--- src/rtl/tsc_pkg.sv ---
// tsc_pkg: shared widths, function codes and the microcode program of the
// series evaluator. No dependencies; used by the interfaces and the top level.
`default_nettype none

package tsc_pkg;

  // Field widths fixed by the item formats
  localparam int ARG_W   = 27;
  localparam int VALUE_W = 28;
  localparam int TERMS_W = 5;
  localparam int EPS_W   = 25;
  localparam int FUNC_W  = 2;

  localparam logic [EPS_W-1:0] EPS_RESET = 25'd16777;  // about 0.001

  // Divider retires this many quotient bits per cycle
  localparam int DIV_BITS = 8;

  // Function select codes
  localparam logic [FUNC_W-1:0] FUNC_EXP  = 2'd0;
  localparam logic [FUNC_W-1:0] FUNC_SIN  = 2'd1;
  localparam logic [FUNC_W-1:0] FUNC_COS  = 2'd2;
  localparam logic [FUNC_W-1:0] FUNC_NONE = 2'd3;

  // Program counter and step addresses
  localparam int PC_W = 3;
  localparam logic [PC_W-1:0] S_IDLE  = 3'd0;
  localparam logic [PC_W-1:0] S_CHECK = 3'd1;
  localparam logic [PC_W-1:0] S_ADD   = 3'd2;
  localparam logic [PC_W-1:0] S_MUL   = 3'd3;
  localparam logic [PC_W-1:0] S_DIV   = 3'd4;
  localparam logic [PC_W-1:0] S_UPD   = 3'd5;
  localparam logic [PC_W-1:0] S_EMIT  = 3'd6;

  // Sequencing conditions
  localparam int COND_W = 3;
  localparam logic [COND_W-1:0] C_NEXT     = 3'd0;  // fall through
  localparam logic [COND_W-1:0] C_JUMP     = 3'd1;  // always jump
  localparam logic [COND_W-1:0] C_WAIT_IN  = 3'd2;  // hold until an item arrives
  localparam logic [COND_W-1:0] C_WAIT_OUT = 3'd3;  // hold until output register free
  localparam logic [COND_W-1:0] C_UNUSED   = 3'd4;  // jump on unused selector
  localparam logic [COND_W-1:0] C_STOP     = 3'd5;  // jump when summation ends
  localparam logic [COND_W-1:0] C_LOOP     = 3'd6;  // repeat until divider done

  // One control word
  typedef struct packed {
    logic              ld;    // capture input item, clear sum and count
    logic              sqr;   // x2 <= x*x
    logic              acc;   // add term, count it
    logic              mul;   // term product, load divider
    logic              div;   // one divider step
    logic              upd;   // take quotient as new term
    logic              emit;  // load output register
    logic [COND_W-1:0] cond;
    logic [PC_W-1:0]   target;
  } ucode_t;

  // Microcode ROM
  function automatic ucode_t ucode_rom(input logic [PC_W-1:0] pc);
    ucode_t w;
    w = '0;
    case (pc)
      S_IDLE: begin
        w.ld = 1'b1;   w.cond = C_WAIT_IN;  w.target = S_CHECK;
      end
      S_CHECK: begin
        w.sqr = 1'b1;  w.cond = C_UNUSED;   w.target = S_EMIT;
      end
      S_ADD: begin
        w.acc = 1'b1;  w.cond = C_STOP;     w.target = S_EMIT;
      end
      S_MUL: begin
        w.mul = 1'b1;  w.cond = C_NEXT;     w.target = S_DIV;
      end
      S_DIV: begin
        w.div = 1'b1;  w.cond = C_LOOP;     w.target = S_DIV;
      end
      S_UPD: begin
        w.upd = 1'b1;  w.cond = C_JUMP;     w.target = S_ADD;
      end
      S_EMIT: begin
        w.emit = 1'b1; w.cond = C_WAIT_OUT; w.target = S_IDLE;
      end
      default: begin
        w.cond = C_JUMP; w.target = S_IDLE;
      end
    endcase
    return w;
  endfunction

endpackage

`default_nettype wire

--- src/rtl/tsc_in_if.sv ---
// tsc_in_if: input item channel (function select and argument).
// Depends on tsc_pkg for field widths.
`default_nettype none

interface tsc_in_if;
  logic                              valid;
  logic                              ready;
  logic [tsc_pkg::FUNC_W-1:0]        func;
  logic signed [tsc_pkg::ARG_W-1:0]  arg;

  modport source (output valid, output func, output arg, input ready);
  modport sink   (input valid, input func, input arg, output ready);
endinterface

`default_nettype wire

--- src/rtl/tsc_out_if.sv ---
// tsc_out_if: result item channel (series sum and term count).
// Depends on tsc_pkg for field widths.
`default_nettype none

interface tsc_out_if;
  logic                                valid;
  logic                                ready;
  logic signed [tsc_pkg::VALUE_W-1:0]  value;
  logic [tsc_pkg::TERMS_W-1:0]         terms_used;

  modport source (output valid, output value, output terms_used, input ready);
  modport sink   (input valid, input value, input terms_used, output ready);
endinterface

`default_nettype wire

--- src/rtl/tsc_cfg_if.sv ---
// tsc_cfg_if: configuration write channel for the epsilon register.
// Depends on tsc_pkg for the register width.
`default_nettype none

interface tsc_cfg_if;
  logic                        valid;
  logic                        ready;
  logic [tsc_pkg::EPS_W-1:0]   epsilon;

  modport source (output valid, output epsilon, input ready);
  modport sink   (input valid, input epsilon, output ready);
endinterface

`default_nettype wire

--- src/rtl/taylor_series_exp_sin_cos_top.sv ---
// Series evaluator for exp, sine and cosine: top level with microcoded control.
// Depends on tsc_pkg and the interfaces tsc_in_if, tsc_out_if, tsc_cfg_if.
//
// Usage:
//   in_ch  : one item = func (0 exp, 1 sine, 2 cosine) and signed arg x.
//   out_ch : one result per item = saturated series sum and terms used.
//   cfg_ch : writes epsilon, the stop threshold on term magnitude; ready
//            whenever out of reset, write only while no item is in flight.
// Timing:
//   One item at a time. in_ch.ready is high only while the sequencer waits
//   for an item. Each term after the first passes through the shared
//   multiplier, DIV_STEPS divider steps (DIV_BITS quotient bits per cycle,
//   DIV_STEPS = 4 at FRAC_BITS = 24), the quotient update and the accumulate.
//   The next item is taken only after the result is loaded into the output
//   register and the sequencer is back in idle. An unused selector skips the
//   series and goes straight to the output step with a zero sum.
// Reset and stalls:
//   Reset returns the sequencer to idle, empties the output register, sets
//   epsilon to about 0.001 and holds in_ch and cfg_ch not ready. The result
//   sits in an output register; the block finishes the next item while it
//   waits and holds only at the final step if the receiver has still not
//   taken the previous result.
`default_nettype none

module taylor_series_exp_sin_cos_top #(
  parameter int MAX_TERMS = 16,
  parameter int FRAC_BITS = 24
) (
  input  logic       clk,
  input  logic       rst_n,
  tsc_in_if.sink     in_ch,
  tsc_out_if.source  out_ch,
  tsc_cfg_if.sink    cfg_ch
);

  localparam int ARG_W     = tsc_pkg::ARG_W;
  localparam int VALUE_W   = tsc_pkg::VALUE_W;
  localparam int EPS_W     = tsc_pkg::EPS_W;
  localparam int PC_W      = tsc_pkg::PC_W;
  localparam int TW        = FRAC_BITS + 8;                  // term magnitude width
  localparam int OPW       = (TW > ARG_W) ? TW : ARG_W;      // multiplier operand width
  localparam int PW        = 2 * OPW;
  localparam int NW        = $clog2(MAX_TERMS + 1);          // term counter
  localparam int FW        = NW + 1;                         // 2n factors
  localparam int DMAX      = (2 * MAX_TERMS - 2) * (2 * MAX_TERMS - 1);
  localparam int DW        = $clog2(DMAX + 1);               // divisor width
  localparam int DIV_BITS  = tsc_pkg::DIV_BITS;
  localparam int DIV_STEPS = (TW + DIV_BITS - 1) / DIV_BITS;
  localparam int QW        = DIV_STEPS * DIV_BITS;
  localparam int DCW       = $clog2(DIV_STEPS + 1);
  localparam int SW        = TW + NW + 1;                    // exact sum width
  localparam int CW        = (TW > EPS_W) ? TW : EPS_W;

  localparam logic [TW-1:0] TERM_CAP = {TW{1'b1}};
  localparam logic [TW-1:0] TERM_ONE = TW'(1) << FRAC_BITS;

  // Sequencer
  logic [PC_W-1:0]     pc_r, pc_nxt;
  tsc_pkg::ucode_t     uc;
  logic                out_free;
  logic                stall;
  logic                stop;
  logic                div_last;

  // Datapath registers
  logic [1:0]            func_r;
  logic                  xneg_r;
  logic [ARG_W-1:0]      xmag_r;
  logic [TW-1:0]         x2_r;
  logic [TW-1:0]         mag_r;
  logic                  neg_r;
  logic [NW-1:0]         n_r;
  logic signed [SW-1:0]  sum_r;
  logic [DW-1:0]         d_r;
  logic [QW-1:0]         quo_r;
  logic [DW-1:0]         rem_r;
  logic [DCW-1:0]        dcnt_r;
  logic [EPS_W-1:0]      eps_r;
  logic                  out_valid_r;
  logic signed [VALUE_W-1:0]      out_value_r;
  logic [tsc_pkg::TERMS_W-1:0]    out_terms_r;

  // Input decode
  logic [ARG_W-1:0]  arg_u;
  logic              xneg_in;
  logic [ARG_W-1:0]  xmag_in;
  logic [TW-1:0]     sin_init;

  assign arg_u    = in_ch.arg;
  assign xneg_in  = arg_u[ARG_W-1];
  assign xmag_in  = xneg_in ? (~arg_u + ARG_W'(1)) : arg_u;
  assign sin_init = (OPW'(xmag_in) > OPW'(TERM_CAP)) ? TERM_CAP : TW'(xmag_in);

  assign uc = tsc_pkg::ucode_rom(pc_r);

  // Shared multiplier: x*x or term*x / term*x2, truncated and capped
  logic [OPW-1:0] mul_a, mul_b;
  logic [PW-1:0]  prod, prod_sh;
  logic [TW-1:0]  mul_res;

  assign mul_a   = uc.sqr ? OPW'(xmag_r) : OPW'(mag_r);
  assign mul_b   = (uc.sqr || func_r == tsc_pkg::FUNC_EXP) ? OPW'(xmag_r) : OPW'(x2_r);
  assign prod    = PW'(mul_a) * PW'(mul_b);
  assign prod_sh = prod >> FRAC_BITS;
  assign mul_res = (prod_sh > PW'(TERM_CAP)) ? TERM_CAP : TW'(prod_sh);

  // Factorial factors for the next term
  logic [FW-1:0]    n2, fa, fb;
  logic [2*FW-1:0]  dprod;
  logic [DW-1:0]    d_next;

  assign n2     = FW'(n_r) << 1;
  assign fa     = (func_r == tsc_pkg::FUNC_SIN) ? n2 : (n2 - FW'(1));
  assign fb     = (func_r == tsc_pkg::FUNC_SIN) ? (n2 + FW'(1)) : n2;
  assign dprod  = (2*FW)'(fa) * (2*FW)'(fb);
  assign d_next = (func_r == tsc_pkg::FUNC_EXP) ? DW'(n_r) : DW'(dprod);

  // Restoring divider, DIV_BITS quotient bits per cycle
  logic [DW-1:0]  rem_c;
  logic [QW-1:0]  quo_c;
  logic [DW:0]    trial;

  always_comb begin
    rem_c = rem_r;
    quo_c = quo_r;
    trial = '0;
    for (int k = 0; k < DIV_BITS; k++) begin
      trial = {rem_c, quo_c[QW-1]};
      if (trial >= {1'b0, d_r}) begin
        rem_c = DW'(trial - {1'b0, d_r});
        quo_c = {quo_c[QW-2:0], 1'b1};
      end else begin
        rem_c = DW'(trial);
        quo_c = {quo_c[QW-2:0], 1'b0};
      end
    end
  end

  assign div_last = (dcnt_r == DCW'(DIV_STEPS - 1));

  // Term accumulate and stop test
  logic [NW-1:0]        n_inc;
  logic [SW-1:0]        mag_ext;
  logic signed [SW-1:0] term_s;

  assign n_inc   = n_r + NW'(1);
  assign mag_ext = SW'(mag_r);
  assign term_s  = neg_r ? -$signed(mag_ext) : $signed(mag_ext);
  assign stop    = (CW'(mag_r) < CW'(eps_r)) || (n_inc >= NW'(MAX_TERMS));

  // Final saturation to the value field
  logic                      sum_ovf;
  logic signed [VALUE_W-1:0] sum_sat;

  assign sum_ovf = !((&sum_r[SW-1:VALUE_W-1]) || !(|sum_r[SW-1:VALUE_W-1]));
  assign sum_sat = sum_ovf ? (sum_r[SW-1] ? {1'b1, {(VALUE_W-1){1'b0}}}
                                          : {1'b0, {(VALUE_W-1){1'b1}}})
                           : sum_r[VALUE_W-1:0];

  // Next step selection
  assign out_free = !out_valid_r || out_ch.ready;
  assign stall    = ((uc.cond == tsc_pkg::C_WAIT_IN) && !in_ch.valid) ||
                    ((uc.cond == tsc_pkg::C_WAIT_OUT) && !out_free);

  always_comb begin
    case (uc.cond)
      tsc_pkg::C_NEXT:     pc_nxt = pc_r + PC_W'(1);
      tsc_pkg::C_JUMP:     pc_nxt = uc.target;
      tsc_pkg::C_WAIT_IN:  pc_nxt = in_ch.valid ? uc.target : pc_r;
      tsc_pkg::C_WAIT_OUT: pc_nxt = out_free ? uc.target : pc_r;
      tsc_pkg::C_UNUSED:   pc_nxt = (func_r == tsc_pkg::FUNC_NONE) ? uc.target
                                                                   : pc_r + PC_W'(1);
      tsc_pkg::C_STOP:     pc_nxt = stop ? uc.target : pc_r + PC_W'(1);
      tsc_pkg::C_LOOP:     pc_nxt = div_last ? pc_r + PC_W'(1) : uc.target;
      default:             pc_nxt = tsc_pkg::S_IDLE;
    endcase
  end

  // Control registers
  always_ff @(posedge clk) begin
    if (!rst_n) begin
      pc_r        <= tsc_pkg::S_IDLE;
      out_valid_r <= 1'b0;
      eps_r       <= tsc_pkg::EPS_RESET;
    end else begin
      pc_r <= pc_nxt;
      if (uc.emit && !stall) begin
        out_valid_r <= 1'b1;
      end else if (out_ch.ready) begin
        out_valid_r <= 1'b0;
      end
      if (cfg_ch.valid) begin
        eps_r <= cfg_ch.epsilon;
      end
    end
  end

  // Datapath registers, driven by the control word
  always_ff @(posedge clk) begin
    if (uc.ld && !stall) begin
      func_r <= in_ch.func;
      xneg_r <= xneg_in;
      xmag_r <= xmag_in;
      mag_r  <= (in_ch.func == tsc_pkg::FUNC_SIN) ? sin_init : TERM_ONE;
      neg_r  <= (in_ch.func == tsc_pkg::FUNC_SIN) ? xneg_in : 1'b0;
      n_r    <= '0;
      sum_r  <= '0;
    end
    if (uc.sqr) begin
      x2_r <= mul_res;
    end
    if (uc.acc) begin
      sum_r <= sum_r + term_s;
      n_r   <= n_inc;
    end
    if (uc.mul) begin
      quo_r  <= QW'(mul_res);
      rem_r  <= '0;
      dcnt_r <= '0;
      d_r    <= d_next;
    end
    if (uc.div) begin
      quo_r  <= quo_c;
      rem_r  <= rem_c;
      dcnt_r <= dcnt_r + DCW'(1);
    end
    if (uc.upd) begin
      mag_r <= quo_r[TW-1:0];
      neg_r <= (func_r == tsc_pkg::FUNC_EXP) ? (neg_r ^ xneg_r) : !neg_r;
    end
    if (uc.emit && !stall) begin
      out_value_r <= sum_sat;
      out_terms_r <= tsc_pkg::TERMS_W'(n_r);
    end
  end

  // Ports; nothing is taken while reset is held
  assign in_ch.ready       = rst_n && (pc_r == tsc_pkg::S_IDLE);
  assign cfg_ch.ready      = rst_n;
  assign out_ch.valid      = out_valid_r;
  assign out_ch.value      = out_value_r;
  assign out_ch.terms_used = out_terms_r;

endmodule

`default_nettype wire
--- src/flat_wrapper.sv ---
// flat-port wrapper written by rule: the top's interface ports become plain ports
module taylor_series_exp_sin_cos_top_flat 
#(
  parameter int MAX_TERMS = 16,
  parameter int FRAC_BITS = 24
)
  (clk, rst_n, in_ch_valid, in_ch_func, in_ch_arg, in_ch_ready, out_ch_valid, out_ch_value, out_ch_terms_used, out_ch_ready, cfg_ch_valid, cfg_ch_epsilon, cfg_ch_ready);
  tsc_in_if in_ch_i ();
  tsc_out_if out_ch_i ();
  tsc_cfg_if cfg_ch_i ();
  input  logic clk;
  input  logic rst_n;
  input wire logic [$bits(in_ch_i.valid)-1:0] in_ch_valid;
  input wire logic [$bits(in_ch_i.func)-1:0] in_ch_func;
  input wire logic [$bits(in_ch_i.arg)-1:0] in_ch_arg;
  output wire logic [$bits(in_ch_i.ready)-1:0] in_ch_ready;
  output wire logic [$bits(out_ch_i.valid)-1:0] out_ch_valid;
  output wire logic [$bits(out_ch_i.value)-1:0] out_ch_value;
  output wire logic [$bits(out_ch_i.terms_used)-1:0] out_ch_terms_used;
  input wire logic [$bits(out_ch_i.ready)-1:0] out_ch_ready;
  input wire logic [$bits(cfg_ch_i.valid)-1:0] cfg_ch_valid;
  input wire logic [$bits(cfg_ch_i.epsilon)-1:0] cfg_ch_epsilon;
  output wire logic [$bits(cfg_ch_i.ready)-1:0] cfg_ch_ready;
  assign in_ch_i.valid = in_ch_valid;
  assign in_ch_i.func = in_ch_func;
  assign in_ch_i.arg = in_ch_arg;
  assign in_ch_ready = in_ch_i.ready;
  assign out_ch_valid = out_ch_i.valid;
  assign out_ch_value = out_ch_i.value;
  assign out_ch_terms_used = out_ch_i.terms_used;
  assign out_ch_i.ready = out_ch_ready;
  assign cfg_ch_i.valid = cfg_ch_valid;
  assign cfg_ch_i.epsilon = cfg_ch_epsilon;
  assign cfg_ch_ready = cfg_ch_i.ready;
  taylor_series_exp_sin_cos_top #(.MAX_TERMS(MAX_TERMS), .FRAC_BITS(FRAC_BITS)) u_core (.clk(clk), .rst_n(rst_n), .in_ch(in_ch_i), .out_ch(out_ch_i), .cfg_ch(cfg_ch_i));
endmodule
--- config.mk ---
export PLATFORM = sky130hd
export DESIGN_NAME = taylor_series_exp_sin_cos_top_flat
export DESIGN_NICKNAME = d
export VERILOG_FILES = /design/src/rtl/tsc_pkg.sv /design/src/rtl/tsc_in_if.sv /design/src/rtl/tsc_out_if.sv /design/src/rtl/tsc_cfg_if.sv /design/src/rtl/taylor_series_exp_sin_cos_top.sv /design/src/flat_wrapper.sv
export SDC_FILE = /design/constraint.sdc
export NUM_CORES = 2
export LEC_CHECK = 0
export BUFFER_PORTS_ARGS = -buffer_cell sky130_fd_sc_hd__buf_2
export CORE_ASPECT_RATIO = 1.2
export CORE_MARGIN = 3
export CORE_UTILIZATION = 65
export CTS_BUF_LIST = sky130_fd_sc_hd__clkbuf_8
export DETAILED_ROUTE_END_ITERATION = 8
export PLACE_DENSITY = 0.82
export SLEW_MARGIN = 20
export SYNTH_ARGS = -nofsm -noshare
export SYNTH_HDL_FRONTEND = slang
export SYNTH_SLANG_ARGS = --single-unit
--- constraint.sdc ---
create_clock -name clk -period 20.7 [get_ports clk]
set_input_delay 3.105 -clock clk [delete_from_list [all_inputs] [get_ports clk]]
set_output_delay 3.105 -clock clk [all_outputs]
set_load 0.03 [all_outputs]
==> out/results.txt <==
Die Span Y -> 313.4 um
status -> complete, no violations
clock tree sinks -> 255
largest area contributor in the netlist -> fa_1
H-tree lvl count -> 2
top cells by count, synth -> inv_1 (1,045), nand2_1 (1,034), fa_1 (919)
root buf cell -> clkbuf_8
DRC Markers -> 0
register area -> 7367 um^2
Layout area overhead -> 5.723%
WL final -> 151,700 um
Fill cells -> 5,997
RSZ-0062 raised after global routing -> no
clock skew -> 42.29 ps
per-cell routed wire length -> 22.41 um
initial antenna violation count -> 13
I/O Buffers -> 94
drt first-iter violations -> 4,056
Setup CP Type -> flip-flop to flip-flop
Max stage delay cell, worst path -> mux2i_4
Synth Warn # -> 0
Slew Limit Fails -> 0
WP data arrival -> 19,470 ps
Fin. Hold Viols -> 0
die area -> 82,150 um^2
post-place setup slack -> 1358 ps
mapped cell area -> 51,180 um^2
synthesized flop and latch total -> 255
slew at the pin closest to its max-slew limit -> 1097 ps
setup TNS -> 0 ps
CTS tree -> yes
drt pass-1 iters -> 9
crit path time final -> 19,140 ps
final worst slack -> 1561 ps
Post-Synthesis Cells -> 5,653
Tcrit/Tclk final -> 92.46%
clock slew at reported path FFs -> 70 ps
slowest stage delay, CP -> 520 ps
Post-DRT Antenna Nets -> 0
Distinct cells, synth -> 89
Initial Util -> 65.68%
Non-Filler Instances -> 6,767
CTS Buffer Depth -> 3
first-pass GRT wire length -> 238,400 um
Rows -> 112
vias in the first global route -> 43,687
DP Wirelength -> 118,800 um
Worst Setup Start Kind -> flip-flop
syn_area_per_cell -> 9.053 um^2
Setup Viol. Count Final -> 0
top-area cell type share of the netlist area -> 35.95%
Synth Net Count -> 7,062
normalized max-slew margin -> 24.77%
FMAX -> 52.25 MHz
core box area -> 77,910 um^2
routed vias -> 41,383
Tightest Hold Check Type -> flip-flop to flip-flop
gr usage total -> 37.91%
top cells by area, synth -> fa_1 (36%), edfxtp_1 (13%), ha_1 (11%)
via density per instance -> 6.115
multi-input logic area -> 39,010 um^2
EDFF count, synth -> 226
FFs w/ async S/R, synth -> 0%
register area share after synthesis -> 14.40%
Die W -> 262.1 um
layout cell share with drive strength beyond 1 -> 7.641%
Top FF cell, synth -> edfxtp_1
most common cell in the netlist -> inv_1
Placed Instances -> 6,676
Top-Level Pins -> 95
Final GP Congestion -> 1.014
Nets -> 7,108
total CTS buffers -> 44
worst skew pair latency -> 630 ps
largest net degree at the start of global routing -> 79
GRT overflow -> 0
max_cap viols -> 0
largest fanout on the critical path -> 13
crit end category -> flip-flop
Critical Path RT -> 21,030 ps
cell families after synthesis:
group | after synthesis | synth area share [%]
compound gates | 616 | 8.141
fa+ha+maj | 1350 | 46.49
simple gates | 1803 | 15.06
mux | 148 | 3.129
buf+inv | 1294 | 9.589
flops | 255 | 14.40
xor+xnor | 187 | 3.200
layout by cell type, fill, tap and decap left out, types with 61 or more instances in the layout:
master,netlist,layout
a21o_1,78,78
a21oi_1,132,132
and2_1,66,66
buf_2,10,94
buf_4,6,152
edfxtp_1,226,226
fa_1,919,919
ha_1,431,430
inv_1,1045,1055
mux2_2,63,63
mux2i_1,78,72
nand2_1,1034,1032
nand3_1,80,80
nor2_1,359,358
nor2b_1,61,61
o21ai_0,146,142
xnor2_1,137,137
state kept, by name, summed over array words and instances, names as in the netlist, 25 cells and up:
signal,cells
u_core.x2_r,32
u_core.mag_r,32
u_core.xmag_r,27
u_core.eps_r,25
u_core.out_ch.value,28
u_core.sum_r,38
u_core.quo_r,32
metal layers:
layer,GRT usage [%],wire [um]
met5,0,49
met4,26.26,13000
met3,8.428,15510
met2,61.43,71980
met1,44.91,51130
metrics by stage:
stage	hold slack (ps)	instance area [um^2]	util (%)
after CTS	498.3	54000	69.31
final	492.2	54110	69.44
after global placement	472.7	53130	68.20
after floorplan	424.4	51180	-
after global routing	536.8	54110	69.44
after detailed placement	479.7	53140	68.20
critical path: cells and delay by family, from the launching register on:
family / cells / cell delay, ps
adder cells (fa/ha/maj): 8 / 2490
AO/OA/AOI/OAI: 41 / 8800
buffers and inverters: 8 / 1280
flip-flops: 1 / 380
AND/OR/NAND/NOR: 22 / 3280
multiplexers: 7 / 2610
timing repair:
item | CTS | global route
hold buffers | 0 | 0
resized for setup | 0 | 10
endpoints found under the setup margin | 0 | 11
buffers inserted | 0 | 3
cell type report:
cell class                      instances  share of cell area (%)
Timing Repair Buffer                  246                   2.979
Antenna cell                            9                 0.04163
Sequential cell                       255                   13.62
Inverter                             1048                   7.287
Multi-Input combinational cell       4104                   72.11
Clock inverter                         31                  0.3769
Tap cell                             1026                   2.373
Clock buffer                           48                   1.221
worst paths after layout:
| path | cells after the start | slack (ps) | end | from |
|---|---|---|---|---|
| max | 86 | 1560 | u_core.rem_r[6] | u_core.d_r[2] |
| min | 2 | 490 | u_core.eps_r[8] | u_core.eps_r[8] |
| min reg2reg | 2 | 490 | u_core.eps_r[8] | u_core.eps_r[8] |
| max reg2reg | 86 | 1560 | u_core.rem_r[6] | u_core.d_r[2] |
Power is left out: the tool's default activity adds up to more than one toggle a clock period on the data nets, which glitch-free logic cannot reach.
